--- src/hdl/assert_macros.svh ---
// Assertion macros shared by the RTL of the byte budget LRU directory.
// Each macro expects clk and rst in scope.
`ifndef ASSERT_MACROS_SVH
`define ASSERT_MACROS_SVH

// Same-cycle implication, quiet during reset.
`define BLC_ASSERT_IMPL(lbl, ante, cons) \
  lbl: assert property (@(posedge clk) disable iff (rst) (ante) |-> (cons)) \
    else $error("assertion lbl failed");

// Next-cycle implication, quiet during reset.
`define BLC_ASSERT_NEXT(lbl, ante, cons) \
  lbl: assert property (@(posedge clk) disable iff (rst) (ante) |=> (cons)) \
    else $error("assertion lbl failed");

`endif

--- src/hdl/blc_pkg.sv ---
// Types, codes and constants of the byte budget LRU directory.
// No dependencies.
`default_nettype none
package blc_pkg;

  localparam int ENTRIES_DEF = 16;
  localparam int KEY_W       = 64;
  localparam int GROUP_W     = 16;
  localparam int SIZE_W      = 40;
  localparam int BYTES_W     = 48;
  localparam int CNT_W       = 32;

  localparam logic [2:0] KIND_PUT   = 3'd0;
  localparam logic [2:0] KIND_GET   = 3'd1;
  localparam logic [2:0] KIND_EKEY  = 3'd2;
  localparam logic [2:0] KIND_EGRP  = 3'd3;
  localparam logic [2:0] KIND_CLEAR = 3'd4;

  localparam logic [2:0] ST_STORED  = 3'd0;
  localparam logic [2:0] ST_HIT     = 3'd1;
  localparam logic [2:0] ST_MISS    = 3'd2;
  localparam logic [2:0] ST_REMOVED = 3'd3;
  localparam logic [2:0] ST_STALE   = 3'd4;
  localparam logic [2:0] ST_DONE    = 3'd5;

  typedef struct packed {
    logic [2:0]         kind;
    logic [KEY_W-1:0]   key;
    logic [GROUP_W-1:0] group;
    logic [SIZE_W-1:0]  entry_size;
    logic               still_valid;
  } blc_in_t;

  typedef struct packed {
    logic [2:0]         status;
    logic [3:0]         slot;
    logic [KEY_W-1:0]   removed_key;
    logic [BYTES_W-1:0] bytes_used;
    logic [CNT_W-1:0]   hits;
    logic [CNT_W-1:0]   misses;
    logic [CNT_W-1:0]   evictions;
    logic               last;
  } blc_out_t;

  typedef enum logic [1:0] {OP_NONE, OP_DROP, OP_PROMOTE, OP_INSERT} blc_op_t;

  typedef enum logic [2:0] {
    FIND_NONE, FIND_KEY, FIND_GROUP, FIND_PRESENT, FIND_FREE, FIND_TAIL
  } blc_find_t;

  // Broadcast from the controller to every cell.
  typedef struct packed {
    blc_op_t            op;
    blc_find_t          find;
    logic [KEY_W-1:0]   key;
    logic [GROUP_W-1:0] group;
    logic [SIZE_W-1:0]  size;
  } blc_cmd_t;

  typedef enum logic [3:0] {
    S_IDLE, S_DUP, S_EVICT, S_STORE, S_GET, S_STALE, S_KEY, S_GROUP, S_CLEAR, S_DONE
  } blc_state_t;

endpackage
`default_nettype wire

--- src/hdl/blc_cell.sv ---
// One directory slot: tag, group, size, present flag and recency rank.
// Depends on blc_pkg. Passes the priority-select carry to its right neighbor.
`default_nettype none
module blc_cell import blc_pkg::*; #(
  parameter int ENTRIES = ENTRIES_DEF,
  parameter int INDEX   = 0,
  localparam int IW     = $clog2(ENTRIES)
) (
  input  wire logic             clk,
  input  wire logic             rst,
  input  wire blc_cmd_t         cmd,
  input  wire logic [IW-1:0]    tgt_idx,
  input  wire logic [IW-1:0]    tgt_rank,
  input  wire logic [IW-1:0]    tail_rank,
  input  wire logic             taken_in,
  output logic                  taken_out,
  output logic                  pick,
  output logic                  present,
  output logic [IW-1:0]         rank,
  output logic [KEY_W-1:0]      tag,
  output logic [SIZE_W-1:0]     nbytes
);

  logic [GROUP_W-1:0] grp;
  logic               want;
  logic               me;

  assign me = (tgt_idx == IW'(INDEX));

  always_comb begin
    case (cmd.find)
      FIND_KEY:     want = present && (tag == cmd.key);
      FIND_GROUP:   want = present && (grp == cmd.group);
      FIND_PRESENT: want = present;
      FIND_FREE:    want = !present;
      FIND_TAIL:    want = present && (rank == tail_rank);
      default:      want = 1'b0;
    endcase
  end

  // lowest-numbered wanting cell wins
  assign pick      = want && !taken_in;
  assign taken_out = taken_in || want;

  always_ff @(posedge clk) begin
    if (rst) begin
      present <= 1'b0;
      rank    <= IW'(INDEX);
    end else begin
      case (cmd.op)
        OP_DROP: begin
          if (me) begin
            present <= 1'b0;
            rank    <= IW'(ENTRIES - 1);
          end else if (rank > tgt_rank) begin
            rank <= rank - IW'(1);
          end
        end
        OP_PROMOTE, OP_INSERT: begin
          if (me) begin
            rank <= '0;
            if (cmd.op == OP_INSERT) present <= 1'b1;
          end else if (rank < tgt_rank) begin
            rank <= rank + IW'(1);
          end
        end
        default: ;
      endcase
    end
  end

  always_ff @(posedge clk) begin
    if (cmd.op == OP_INSERT && me) begin
      tag    <= cmd.key;
      grp    <= cmd.group;
      nbytes <= cmd.size;
    end
  end

endmodule
`default_nettype wire

--- config.mk ---
export PLATFORM = sky130hd
export DESIGN_NAME = blc_cell
export DESIGN_NICKNAME = d
export VERILOG_FILES = /design/src/hdl/assert_macros.svh /design/src/hdl/blc_pkg.sv /design/src/hdl/blc_cell.sv
export SDC_FILE = /design/constraint.sdc
export NUM_CORES = 1
export LEC_CHECK = 0
export BUFFER_PORTS_ARGS = -buffer_cell sky130_fd_sc_hd__buf_2
export CAP_MARGIN = 10
export CELL_PAD_IN_SITES_DETAIL_PLACEMENT = 1
export CELL_PAD_IN_SITES_GLOBAL_PLACEMENT = 2
export CORE_AREA = 2 2 121 170
export CTS_CLUSTER_DIAMETER = 120
export DETAILED_ROUTE_END_ITERATION = 10
export DIE_AREA = 0 0 123 172
export GPL_TIMING_DRIVEN = 0
export MAX_ROUTING_LAYER = met4
export PLACE_DENSITY_LB_ADDON = 0.1
export SYNTH_ARGS = -nofsm -noshare
export SYNTH_HDL_FRONTEND = slang
export SYNTH_SLANG_ARGS = --single-unit
export TNS_END_PERCENT = 20
--- constraint.sdc ---
create_clock -name clk -period 4.37 [get_ports clk]
set_clock_uncertainty 0.15 [all_clocks]
set_input_delay 0.6555 -clock clk [delete_from_list [all_inputs] [get_ports clk]]
set_output_delay 0.6555 -clock clk [all_outputs]
set_load 0.05 [all_outputs]
-- Yosys cells after proc, flatten, opt, wreduce, memory -nomap -nowiden
Cells that the tools add are included.
- bits in registers: 125
- bits of input ports: 140
- output and inout bits: 111
- add/subtract/negate cells: 2
- magnitude comparators: 2
- equal/unequal tests: 16
- multiplexer cells: 10
- reductions and logical operators: 13
- operator list (operator ; count):
    equality test 64 bit ; 1
    equality test 16 bit ; 1
    two-way mux 4 bit ; 4
    case mux 4 bit (2 select lines) ; 1
    equality test 3 x 2 -> 1 bit, second input constant ; 2
    equality test 3 bit, second input constant ; 2
    inequality test 2 bit, second input constant ; 3
    inequality test 3 bit, second input constant ; 2
    logical AND 1 bit ; 5
    case mux 1 bit (5 select lines) ; 1
    adder 4 x 1 -> 4 bit, second input constant ; 1
    equality test 2 bit, second input constant ; 2
    equality test 4 bit ; 1
    greater-than comparator 4 bit ; 1
    zero test 4 bit ; 1
    less-than comparator 4 bit ; 1
    AND reduction 4 bit ; 1
    subtractor 4 x 1 -> 4 bit, second input constant ; 1
    equality test 3 x 1 -> 1 bit, second input constant ; 1
    two-way mux 1 bit ; 3
    AND reduction 3 bit ; 1
    equality test 2 x 1 -> 1 bit, second input constant ; 1
    zero test 1 bit ; 2
    case mux 1 bit (2 select lines) ; 1
    other kinds (3) ; 3

-- Logic depth before layout (Yosys ltp)
Gate-level depths: netlist (run 1).
- word-level depth: 4
- mapped depth: 9
- depth with buffers taken out: 8

-- Worst setup path before layout (run 1)
Ideal clock, no wire load.
- path kind: in2reg
- from: input port tgt_idx[1]
- to: register grp[0] (enable)
- arrival: 3.973 ns
- data required time: 3.725 ns
- slack: -0.248 ns
- stages: 2
- path buffers: 0
- path through: nor4_4 -> and3_1
- longest elaborated chain between the ends: 2
- ends and longest elaborated chain (what ; RTL line ; RTL):
    from (decl) ; blc_cell.sv:12 ; input wire logic [IW-1:0] tgt_idx,
    zero test 4 bit ; blc_cell.sv:28 ; assign me = (tgt_idx == IW'(INDEX));
    logical AND 1 bit ; blc_cell.sv:73 ; if (cmd.op == OP_INSERT && me) begin
    to (signal assigned) ; blc_cell.sv:75 ; grp <= cmd.group;
    to (decl) ; blc_cell.sv:24 ; logic [GROUP_W-1:0] grp;
No other way between the ends.
A chain may end at the register's enable or synchronous reset.

-- Worst setup path after layout (run 1)
- from: register tag[43]
- to: output port pick
- longest elaborated chain between the ends: 4
- ends and longest elaborated chain (what ; RTL line ; RTL):
    from (decl) ; blc_cell.sv:20 ; output logic [KEY_W-1:0] tag,
    from (signal assigned) ; blc_cell.sv:74 ; tag <= cmd.key;
    equality test 64 bit ; blc_cell.sv:32 ; FIND_KEY: want = present && (tag == cmd.key);
    logical AND 1 bit ; blc_cell.sv:32 ;
    case mux 1 bit (5 select lines) ; blc_cell.sv:31 ; case (cmd.find)
    logical AND 1 bit ; blc_cell.sv:42 ; assign pick = want && !taken_in;
    to (decl) ; blc_cell.sv:17 ; output logic pick,
No other way between the ends.

==> summary.txt, run 1 <==
Worst setup path
  – CP Launch Type: flip-flop
  – Slowest stage delay, CP: 520 ps
  – Worst Path Required: between 3000 and 4000 ps
  – Critical path cell sequence: nor2b_1 -> a2111o_1 -> or4_1 -> nor4_2 -> nand4b_1 -> o21ai_0 -> buf_2
  – CP Capture Type: primary output
  – Critical-path maximum fanout: 3
  – Setup CP Type: reg -> out
  – Crit path DAT: around 2600 ps
  – CP max-delay cell: or4_1

STA
  – Final Hold Violating Endpoints: 0
  – RSZ-0062 raised after global routing: no
  – Worst slew pin tran: 813 ps
  – Fmax: between 200 and 300 MHz
  – Setup TNS: 0 ps
  – Final period utilization: 77.6%
  – Slew HR: 45.8%
  – Final worst path period need: around 3400 ps
  – Final Slew Violations: 0
  – Setup violators final: 0

Logic synthesis
  – Post-Synth Simple-Gate Area: 9.00%
  – Multiplexer share of the synthesized area: less than 1%
  – Syn avg cell area: 15.7 um2
  – Complex-gate fraction of the synthesized area: 5.13%
  – Synth Register Bits: 125
  – Cells after Synth: ~330
  – Synth Area in Adders: around 1.4%
  – Syn nets: roughly 480
  – Seq/Total Area, Yosys: between 70 and 80%
  – Synth cell types: 44
  – Combinational family with the most area after synthesis: XOR/XNOR gates
  – Yosys Warn Count: 0
  – XOR/XNOR Fraction of Synth Area: between 10% and 20%
  – Mapped Area: between 5000 and 6000 um2

Die
  – Total die area: approximately 21000 um2
  – Row count: 61
  – # IOs: 251
  – Initial Util: between 20% and 30%
  – Die Ht: between 150 and 200 um
  – Die width: about 120 um
  – Core footprint: roughly 20000 um2

Clocking
  – CTS tree: built
  – Hold-fix buffers at CTS: 0
  – Clk_lat worst skew: approximately 410 ps
  – Longest Clk Path Bufs: 2
  – Worst-path clk slew: 60 ps
  – Root Buffer: clkbuf_16
  – H-tree depth: 4
  – Postcts setup bufs: 0
  – Cts bufs inserted: 17
  – Num Clock Sinks: roughly 130
  – Gates resized, CTS repair: 0

Finish
  – Most frequent cells in the layout: buf_2 (250), edfxtp_1 (120), xnor2_1 (46)
  – Number of nets in the layout: around 750
  – Register area: about 3700 um2
  – Layout cell share with drive strength beyond 1: roughly 47%
  – Final-layout fill cell count: between 2000 and 2500
  – Finished Layout Cells: slightly below 900
  – Multi-input logic area: about 1400 um2
  – Area grow syn2layout: 41.9%
  – Commonest non-fill, non-tap cell in the layout: buf_2

Drt
  – WL final: between 15 and 20 mm
  – DR WL/cell: around 18 um
  – Vias/cell: 4.38
  – 1st-iter DRT viols: 122
  – Total number of vias: between 3000 and 4000
  – Residual DRC: 0
  – Antenna-violating nets left: 0
  – First-pass DRT Iterations: 4

Power
  – PD cells: roughly 420 nW/um2
  – VDD IR max: around 0.22 mV
  – Pleak: 2.93 nW

Global route
  – GRT overflow: 0
  – First-pass GRT wire length: approximately 23 mm
  – Vias in the first global route: about 4300
  – Gr usage total: between 15 and 20%
  – Initial antenna violation count: 2
  – Largest net degree at the start of global routing: 69

Place
  – Dpl cells: between 800 and 900
  – Final HPWL DP: around 12 mm
  – Buffers on Ports: 250
  – Placer congestion estimate: roughly 0.74

Run status
  – Outcome: finished, final reports clean

Run
  – MaxCap Viol Count: 0

Worst hold path
  – Hold Crit Class: in -> reg
-- routing by layer --
metal | up-vias | wire length (um) | global-route usage [%]
met3 | 19 | 1310 | 5.51
met4 | 0 | 285 | 5.73
met2 | 159 | 7910 | 25.1
met5 | - | 0 | -
met1 | 1819 | 5770 | 16.2
li1 | 1806 | - | -
-- area by class of cell --
type | count | area share (%)
multi-input cells | 185 | 19.3
inverters | 19 | 0.967
clock inverters | 15 | 2.04
plain buffers | 2 | 0.102
diodes | 2 | 0.0678
well taps | 252 | 4.27
clock buffers | 17 | 5.77
repair buffers | 251 | 17.3
flip-flops and latches | 125 | 50.2
-- report_power, final --
part | internal (mW) | total, mW | switching (mW)
Sequential | 1.34 | 1.36 | 0.0261
Clock | 0.801 | 1.39 | 0.588
Combinational | 0.136 | 0.343 | 0.207
Total | 2.27 | 3.09 | 0.821
-- synthesized netlist by cell type, drive strengths merged --
master / n / share of area [%]
nand2b: 5 / 0.60
nand3: 5 / 0.48
clkbuf: 2 / 0.14
ha: 6 / 1.4
o2111ai: 1 / 0.17
nor2b: 10 / 1.2
a221o: 1 / 0.19
o22ai: 6 / 0.72
xnor2: 46 / 7.8
a21oi: 7 / 0.67
nand4b: 2 / 0.34
a221oi: 1 / 0.17
nand2: 10 / 0.72
or4: 5 / 0.75
o21ai: 7 / 0.67
and2b: 2 / 0.31
inv: 19 / 1.4
and3: 1 / 0.12
a41oi: 2 / 0.34
a2111o: 1 / 0.22
a22oi: 1 / 0.14
nand4: 12 / 1.4
nor3: 1 / 0.096
nor4bb: 1 / 0.19
nor2: 6 / 0.43
o2bb2ai: 2 / 0.34
a211oi: 4 / 0.67
dfxtp: 5 / 1.9
nor4: 10 / 2.0
edfxtp: 120 / 69
a2111oi: 2 / 0.34
mux2i: 1 / 0.19
a211o: 1 / 0.17
xor2: 22 / 3.7
nand3b: 2 / 0.29
o211ai: 1 / 0.14
a22o: 1 / 0.17
-- per-stage QoR --
step | util [%] | hold slack, ps | power [mW] | cell area (um2) | setup WS [ps]
floorplan | - | 578 | 1.59 | 5200 | 934
finish | 37.5 | 263 | 3.09 | 7380 | 977
global placement | 34.4 | 448 | 1.72 | 6770 | 113
detailed placement | 34.5 | 463 | 1.73 | 6800 | 953
CTS | 37.4 | 239 | 3.14 | 7370 | 854
global route | 37.5 | 240 | 3.23 | 7380 | 758
-- logic make-up after synthesis --
kind of cell	after synthesis
AO/OA/AOI/OAI	38
buffers and inverters	21
multiplexers	1
adder cells (fa/ha/maj)	6
XOR/XNOR	68
AND/OR/NAND/NOR	72
flip-flops	125
-- worst max-delay path: cells and delay by family, from the launching register on --
family / cells / cell delay, ps
AOI/OAI and AO/OA: 2 / 430
DFF: 1 / 400
and+or+nand+nor: 4 / 1050
buffers and inverters: 1 / 310
-- path summary, 6_finish.rpt --
path / cells past startpoint / startpoint / to / slack [ps]
max: 7 / tag[43] / pick / 980
min: 1 / cmd[36] / nbytes[36] / 260
max reg2reg: 9 / rank[0] / rank[2] / 1900
min reg2reg: 2 / present / present / 460
-- registers in the layout (all words and copies together), names as in the netlist --
signal / cells
tag: 64
present: 1
grp: 16
rank: 4
nbytes: 40
No activity file was read; power rests on OpenSTA's default activity.
==> run 2: changes to the inputs <==
clock period = 2.9 ns   (was 4.37 ns; I/O delays follow)
==> run 2 against run 1 <==
Effect of this change: the flow now finishes with violations (negative setup slack); worst setup slack worse by 980 ps; non-clock buffer count rose by 3; first-iteration DRC count rose by 1.6%; total power up 58%; largest cell class unchanged; core utilization rose by 0.97 points; via count up 1.2%; sequential power rose by 51%; sequential share of layout area shrank 1.2 points; highest routed layer unchanged.
==> summary.txt, run 2 (synthesis results as in run 1) <==
Run status
  – Outcome: complete, but fails checks
  – Failing checks: negative setup slack

Clocking
  – Longest Clk Path Bufs: 2
  – Num Clock Sinks: between 100 and 150
  – Cts bufs inserted: 17
  – CTS tree: built
  – Root Buffer: clkbuf_16
  – Hold-fix buffers at CTS: 0
  – Worst-path clk slew: around 60 ps
  – Clk_lat worst skew: 410 ps
  – H-tree depth: 4

STA
  – Final Slew Violations: 0
  – Final period utilization: 100%
  – Final worst path period need: about 2900 ps
  – Hold slack: between 40 and 50 ps
  – Setup TNS: -2.61 ps
  – Final Hold Violating Endpoints: 0
  – Slew HR: between 60 and 70%
  – Fmax: ~340 MHz
  – Setup violators final: 1
  – RSZ-0062 raised after global routing: yes
  – Worst slew pin tran: roughly 530 ps
  – Setup ws final: -2.61 ps

Place
  – Placer congestion estimate: between 0.7 and 0.8
  – Pre-CTS setup slack: -114 ps
  – Dpl cells: 835
  – Final HPWL DP: approximately 12 mm
  – Buffers on Ports: 250

Finish
  – Most frequent cells in the layout: buf_2 (248), edfxtp_1 (120), xnor2_1 (46)
  – Max FFs per register: 64
  – Commonest non-fill, non-tap cell in the layout: buf_2
  – Number of nets in the layout: 750
  – Layout cell share with drive strength beyond 1: roughly 49%
  – Largest regs: tag (64), nbytes (40), grp (16)
  – Area grow syn2layout: 45.6%
  – Most flops, register: tag
  – Finished Layout Cells: 872

Worst setup path
  – Setup CP Type: reg -> out
  – Critical-path maximum fanout: 2
  – R2R setup slack: about 600 ps
  – Worst Path Required: 2320 ps
  – Worst r2r path cells: 9
  – Critical R2R Launch: rank[0]
  – Crit path DAT: ~2300 ps
  – CP Launch Type: flip-flop
  – CP Capture Type: primary output
  – Worst R2R End: rank[2]

Die
  – Core footprint: between 15000 and 20000 um2
  – Die width: around 120 um
  – Total die area: between 20000 and 25000 um2
  – # IOs: 251
  – Row count: between 60 and 70
  – Die Ht: roughly 170 um
  – Initial Util: approximately a quarter

Drt
  – First-pass DRT Iterations: 4
  – 1st-iter DRT viols: between 100 and 150
  – WL final: between 15 and 20 mm
  – Total number of vias: about 3800
  – Vias/cell: about 4.4
  – Antenna-violating nets left: 0
  – Residual DRC: 0
  – DR WL/cell: ~18 um

Global route
  – Largest net degree at the start of global routing: 57
  – Routing usage on met3: between 5 and 6%
  – Busiest grt layer: met2
  – GRT met1 Usage: around 16%
  – Vias in the first global route: between 4000 and 5000
  – Gr usage total: between 15 and 20%
  – GR Util met2: about a quarter
  – GRT overflow: 0
  – First-pass GRT wire length: about 23 mm
  – Initial antenna violation count: 3

Worst hold path
  – Cells on Worst Hold Path: 1
  – Min-Delay Startpoint: cmd[25]
  – Hold Crit Class: in -> reg
  – WHS Endpoint: nbytes[25]

Run
  – MaxCap Viol Count: 0

Power
  – Pleak: 3.03 nW
  – VDD IR max: 0.332 mV
  – PD cells: around 650 nW/um2
[run 2: cell count changes in the layout (fill, tap and decap cells not counted), sizes merged]
cell | previous run | this run
buf | 251 | 254
bufinv | 1 | 4
clkbuf | 19 | 20
clkinv | 4 | 2
diode | 2 | 3
inv | 27 | 25
[run 2: layout make-up]
class,instances,area (um2)
Inverter,19,71.3
Multi-Input combinational cell,185,1490
Tap cell,252,315
Sequential cell,125,3700
Buffer,2,8.76
Timing Repair Buffer,254,1330
Clock buffer,18,429
Antenna cell,3,7.51
Clock inverter,14,208
Fill cell,2176,12100
[run 2: routing by layer]
layer / share of wire [%] / vias to the layer above
li1: - / 1809
met1: 38 / 1874
met2: 53 / 152
met3: 7.8 / 14
met4: 1.6 / 0
met5: 0 / -
[run 2: through the flow]
| step | cell area, um2 | power, mW | utilization, % |
|---|---|---|---|
| floorplan | 5200 | 2.39 | - |
| global placement | 6770 | 2.60 | 34.4 |
| detailed placement | 6820 | 2.62 | 34.7 |
| CTS | 7530 | 4.98 | 38.2 |
| global route | 7570 | 5.10 | 38.4 |
| finish | 7570 | 4.89 | 38.4 |
[run 2: how the worst max path moves through the flow]
stage | slack [ps] | from | cells past startpoint | to
5_1_grt | -100 | tag[14] | 7 | pick
3_5_place_dp | -110 | cmd[99] | 8 | pick
4_1_cts | -130 | tag[43] | 7 | pick
2_1_floorplan | -80 | tag[43] | 6 | pick
6_report | -3 | tag[43] | 7 | pick
3_3_place_gp | -240 | tgt_idx[1] | 3 | nbytes[35]
[run 2: repair_timing]
item / in CTS / in global routing
setup buffers: 2 / 0
pin swaps: 5 / 7
setup endpoints to repair: 2 / 2
endpoints found under the hold margin: 0 / 0
gates resized for setup: 15 / 6
[run 2: worst max-delay path, cell delays in order, from the launching register on]
cell      delay [ps]
edfxtp_1         390
nor2b_4          140
a2111o_1         330
or4_4            440
nor4_4           170
nand4b_1         120
o21ai_1          120
buf_6            190
[run 2: power breakdown]
part | switching [mW] | internal, mW | leakage, nW
sequential | 0.0405 | 2.01 | 1.12
combinational | 0.318 | 0.211 | 1.60
clock | 0.848 | 1.46 | 0.304
==> run 3: changes to the inputs <==
CELL_PAD_IN_SITES_DETAIL_PLACEMENT = 2   (was 1)
==> run 3 against run 2 <==
Effect of this change: the flow still finishes with violations (negative setup slack); worst setup slack worse by 110 ps; combinational power is essentially flat; cell area decreased by 1.3%; cell count is 0.11% lower; largest power group unchanged.
==> summary.txt, run 3 (synthesis results as in run 1) <==
Clocking
  – H-tree depth: 4
  – CTS tree: built
  – Num Clock Sinks: 125
  – Clk_lat worst skew: between 400 and 500 ps
  – Longest Clk Path Bufs: 2
  – Cts bufs inserted: 17
  – Worst-path clk slew: about 60 ps
  – Root Buffer: clkbuf_16
  – Hold-fix buffers at CTS: 0

Die
  – Initial Util: roughly a quarter
  – Row count: roughly 60
  – # IOs: approximately 250
  – Total die area: about 21000 um2
  – Die Ht: 172 um
  – Core footprint: 19700 um2
  – Die width: 123 um

Worst setup path
  – Worst path depth: 7
  – CP Capture Type: primary output
  – Critical-path maximum fanout: 3
  – CP max-delay cell: or4_4
  – Crit path DAT: approximately 2400 ps
  – Slowest stage delay, CP: between 400 and 500 ps
  – Setup CP Type: reg -> out
  – Worst r2r path cells: 9
  – Worst Path Required: around 2300 ps
  – Critical path cell sequence: nor2b_4 -> a2111o_1 -> or4_4 -> nor4_4 -> nand4b_1 -> o21ai_1 -> buf_6
  – Delay-heaviest family, CP: simple AND/OR/NAND/NOR gates
  – CP Launch Type: flip-flop
  – WP buf/inv: 1

Finish
  – Most frequent cells in the layout: buf_2 (248), edfxtp_1 (120), xnor2_1 (45)
  – Final core utilization: a little under two fifths
  – Most flops, register: tag
  – Finished Layout Cells: about 870
  – Largest regs: tag (64), nbytes (40), grp (16)
  – Final Cell Area: ~7500 um2
  – Max FFs per register: 64
  – Number of nets in the layout: ~750
  – Layout cell share with drive strength beyond 1: roughly half
  – Area grow syn2layout: 43.8%
  – Commonest non-fill, non-tap cell in the layout: buf_2

STA
  – Final Hold Violating Endpoints: 0
  – Worst slew pin tran: roughly 530 ps
  – Setup violators final: 2
  – Slew HR: approximately 64%
  – RSZ-0062 raised after global routing: yes
  – Hold slack: 35.0 ps
  – Setup TNS: -184 ps
  – Final worst path period need: 3010 ps
  – Setup ws final: -109 ps
  – Final Slew Violations: 0
  – Final period utilization: 104%
  – Fmax: roughly 330 MHz

Place
  – Placement Cell Area: 6820 um2
  – Placer congestion estimate: approximately 0.74
  – Buffers on Ports: 250
  – Final HPWL DP: approximately 13 mm
  – Dpl cells: about 840
  – Pre-CTS setup slack: -112 ps

Run status
  – Failing checks: negative setup slack
  – Outcome: complete, but fails checks

Global route
  – GRT overflow: 0
  – Initial antenna violation count: 3
  – Gr usage total: 16.1%
  – Routing usage on met3: under 10%
  – Vias in the first global route: approximately 4500
  – GRT met1 Usage: roughly 17%
  – First-pass GRT wire length: 24.3 mm
  – Busiest grt layer: met2
  – Largest net degree at the start of global routing: between 50 and 60
  – GR Util met2: a little over a quarter

Drt
  – 1st-iter DRT viols: roughly 130
  – Antenna-violating nets left: 0
  – Total number of vias: about 3900
  – WL final: 16.1 mm
  – Vias/cell: 4.48
  – Residual DRC: 0
  – First-pass DRT Iterations: 4
  – DR WL/cell: between 15 and 20 um

Power
  – VDD IR max: 0.429 mV
  – Final Power: about 4.6 mW
  – Pleak: roughly 3.0 nW
  – PD cells: a little over 600 nW/um2

Worst hold path
  – Hold Crit Class: in -> reg
  – Cells on Worst Hold Path: 1

Run
  – MaxCap Viol Count: 0
-- run 3: changes by cell type in the layout (fill, tap and decap cells not counted) --
cell and delta:
buf_4 -1, bufinv_16 -3, clkbuf_1 +1, clkbuf_2 -1
clkinv_2 +2, clkinvlp_4 +1, nor4_1 +2, nor4_2 -1
nor4_4 -1, xnor2_1 -1, xnor2_2 +1
-- run 3: layout make-up --
type	count	area (um2)
clock inverter	14	135
timing repair buffer	253	1330
tap	252	315
antenna	3	7.51
clock buffer	18	429
buffer	2	7.51
fill	2066	12200
sequential	125	3700
inverter	19	71.3
multi-input combinational	185	1480
-- run 3: routing by layer --
metal / part of all wire [%] / vias up
met1: 37 / 1920
met5: 0 / -
met3: 8.0 / 16
li1: - / 1807
met4: 1.6 / 0
met2: 54 / 155
-- run 3: worst paths after layout --
check | start | endpoint | slack (ps)
worst max-delay path | tag[43] | pick | -110
worst min-delay path | cmd[7] | nbytes[7] | 30
worst max register to register | rank[0] | rank[2] | 310
worst min register to register | present | present | 430
-- run 3: report_power, final --
part / switching [mW] / total, mW / internal, mW
clock network: 0.864 / 2.06 / 1.20
registers: 0.0399 / 2.05 / 2.01
logic: 0.321 / 0.531 / 0.210
total: 1.23 / 4.64 / 3.42
-- run 3: repair_timing --
| item | 4_1_cts | 5_1_grt |
|---|---|---|
| buffers inserted | 0 | 1 |
| endpoints found under the setup margin | 2 | 2 |
| gates resized for setup | 13 | 4 |
| pin swaps | 3 | 3 |
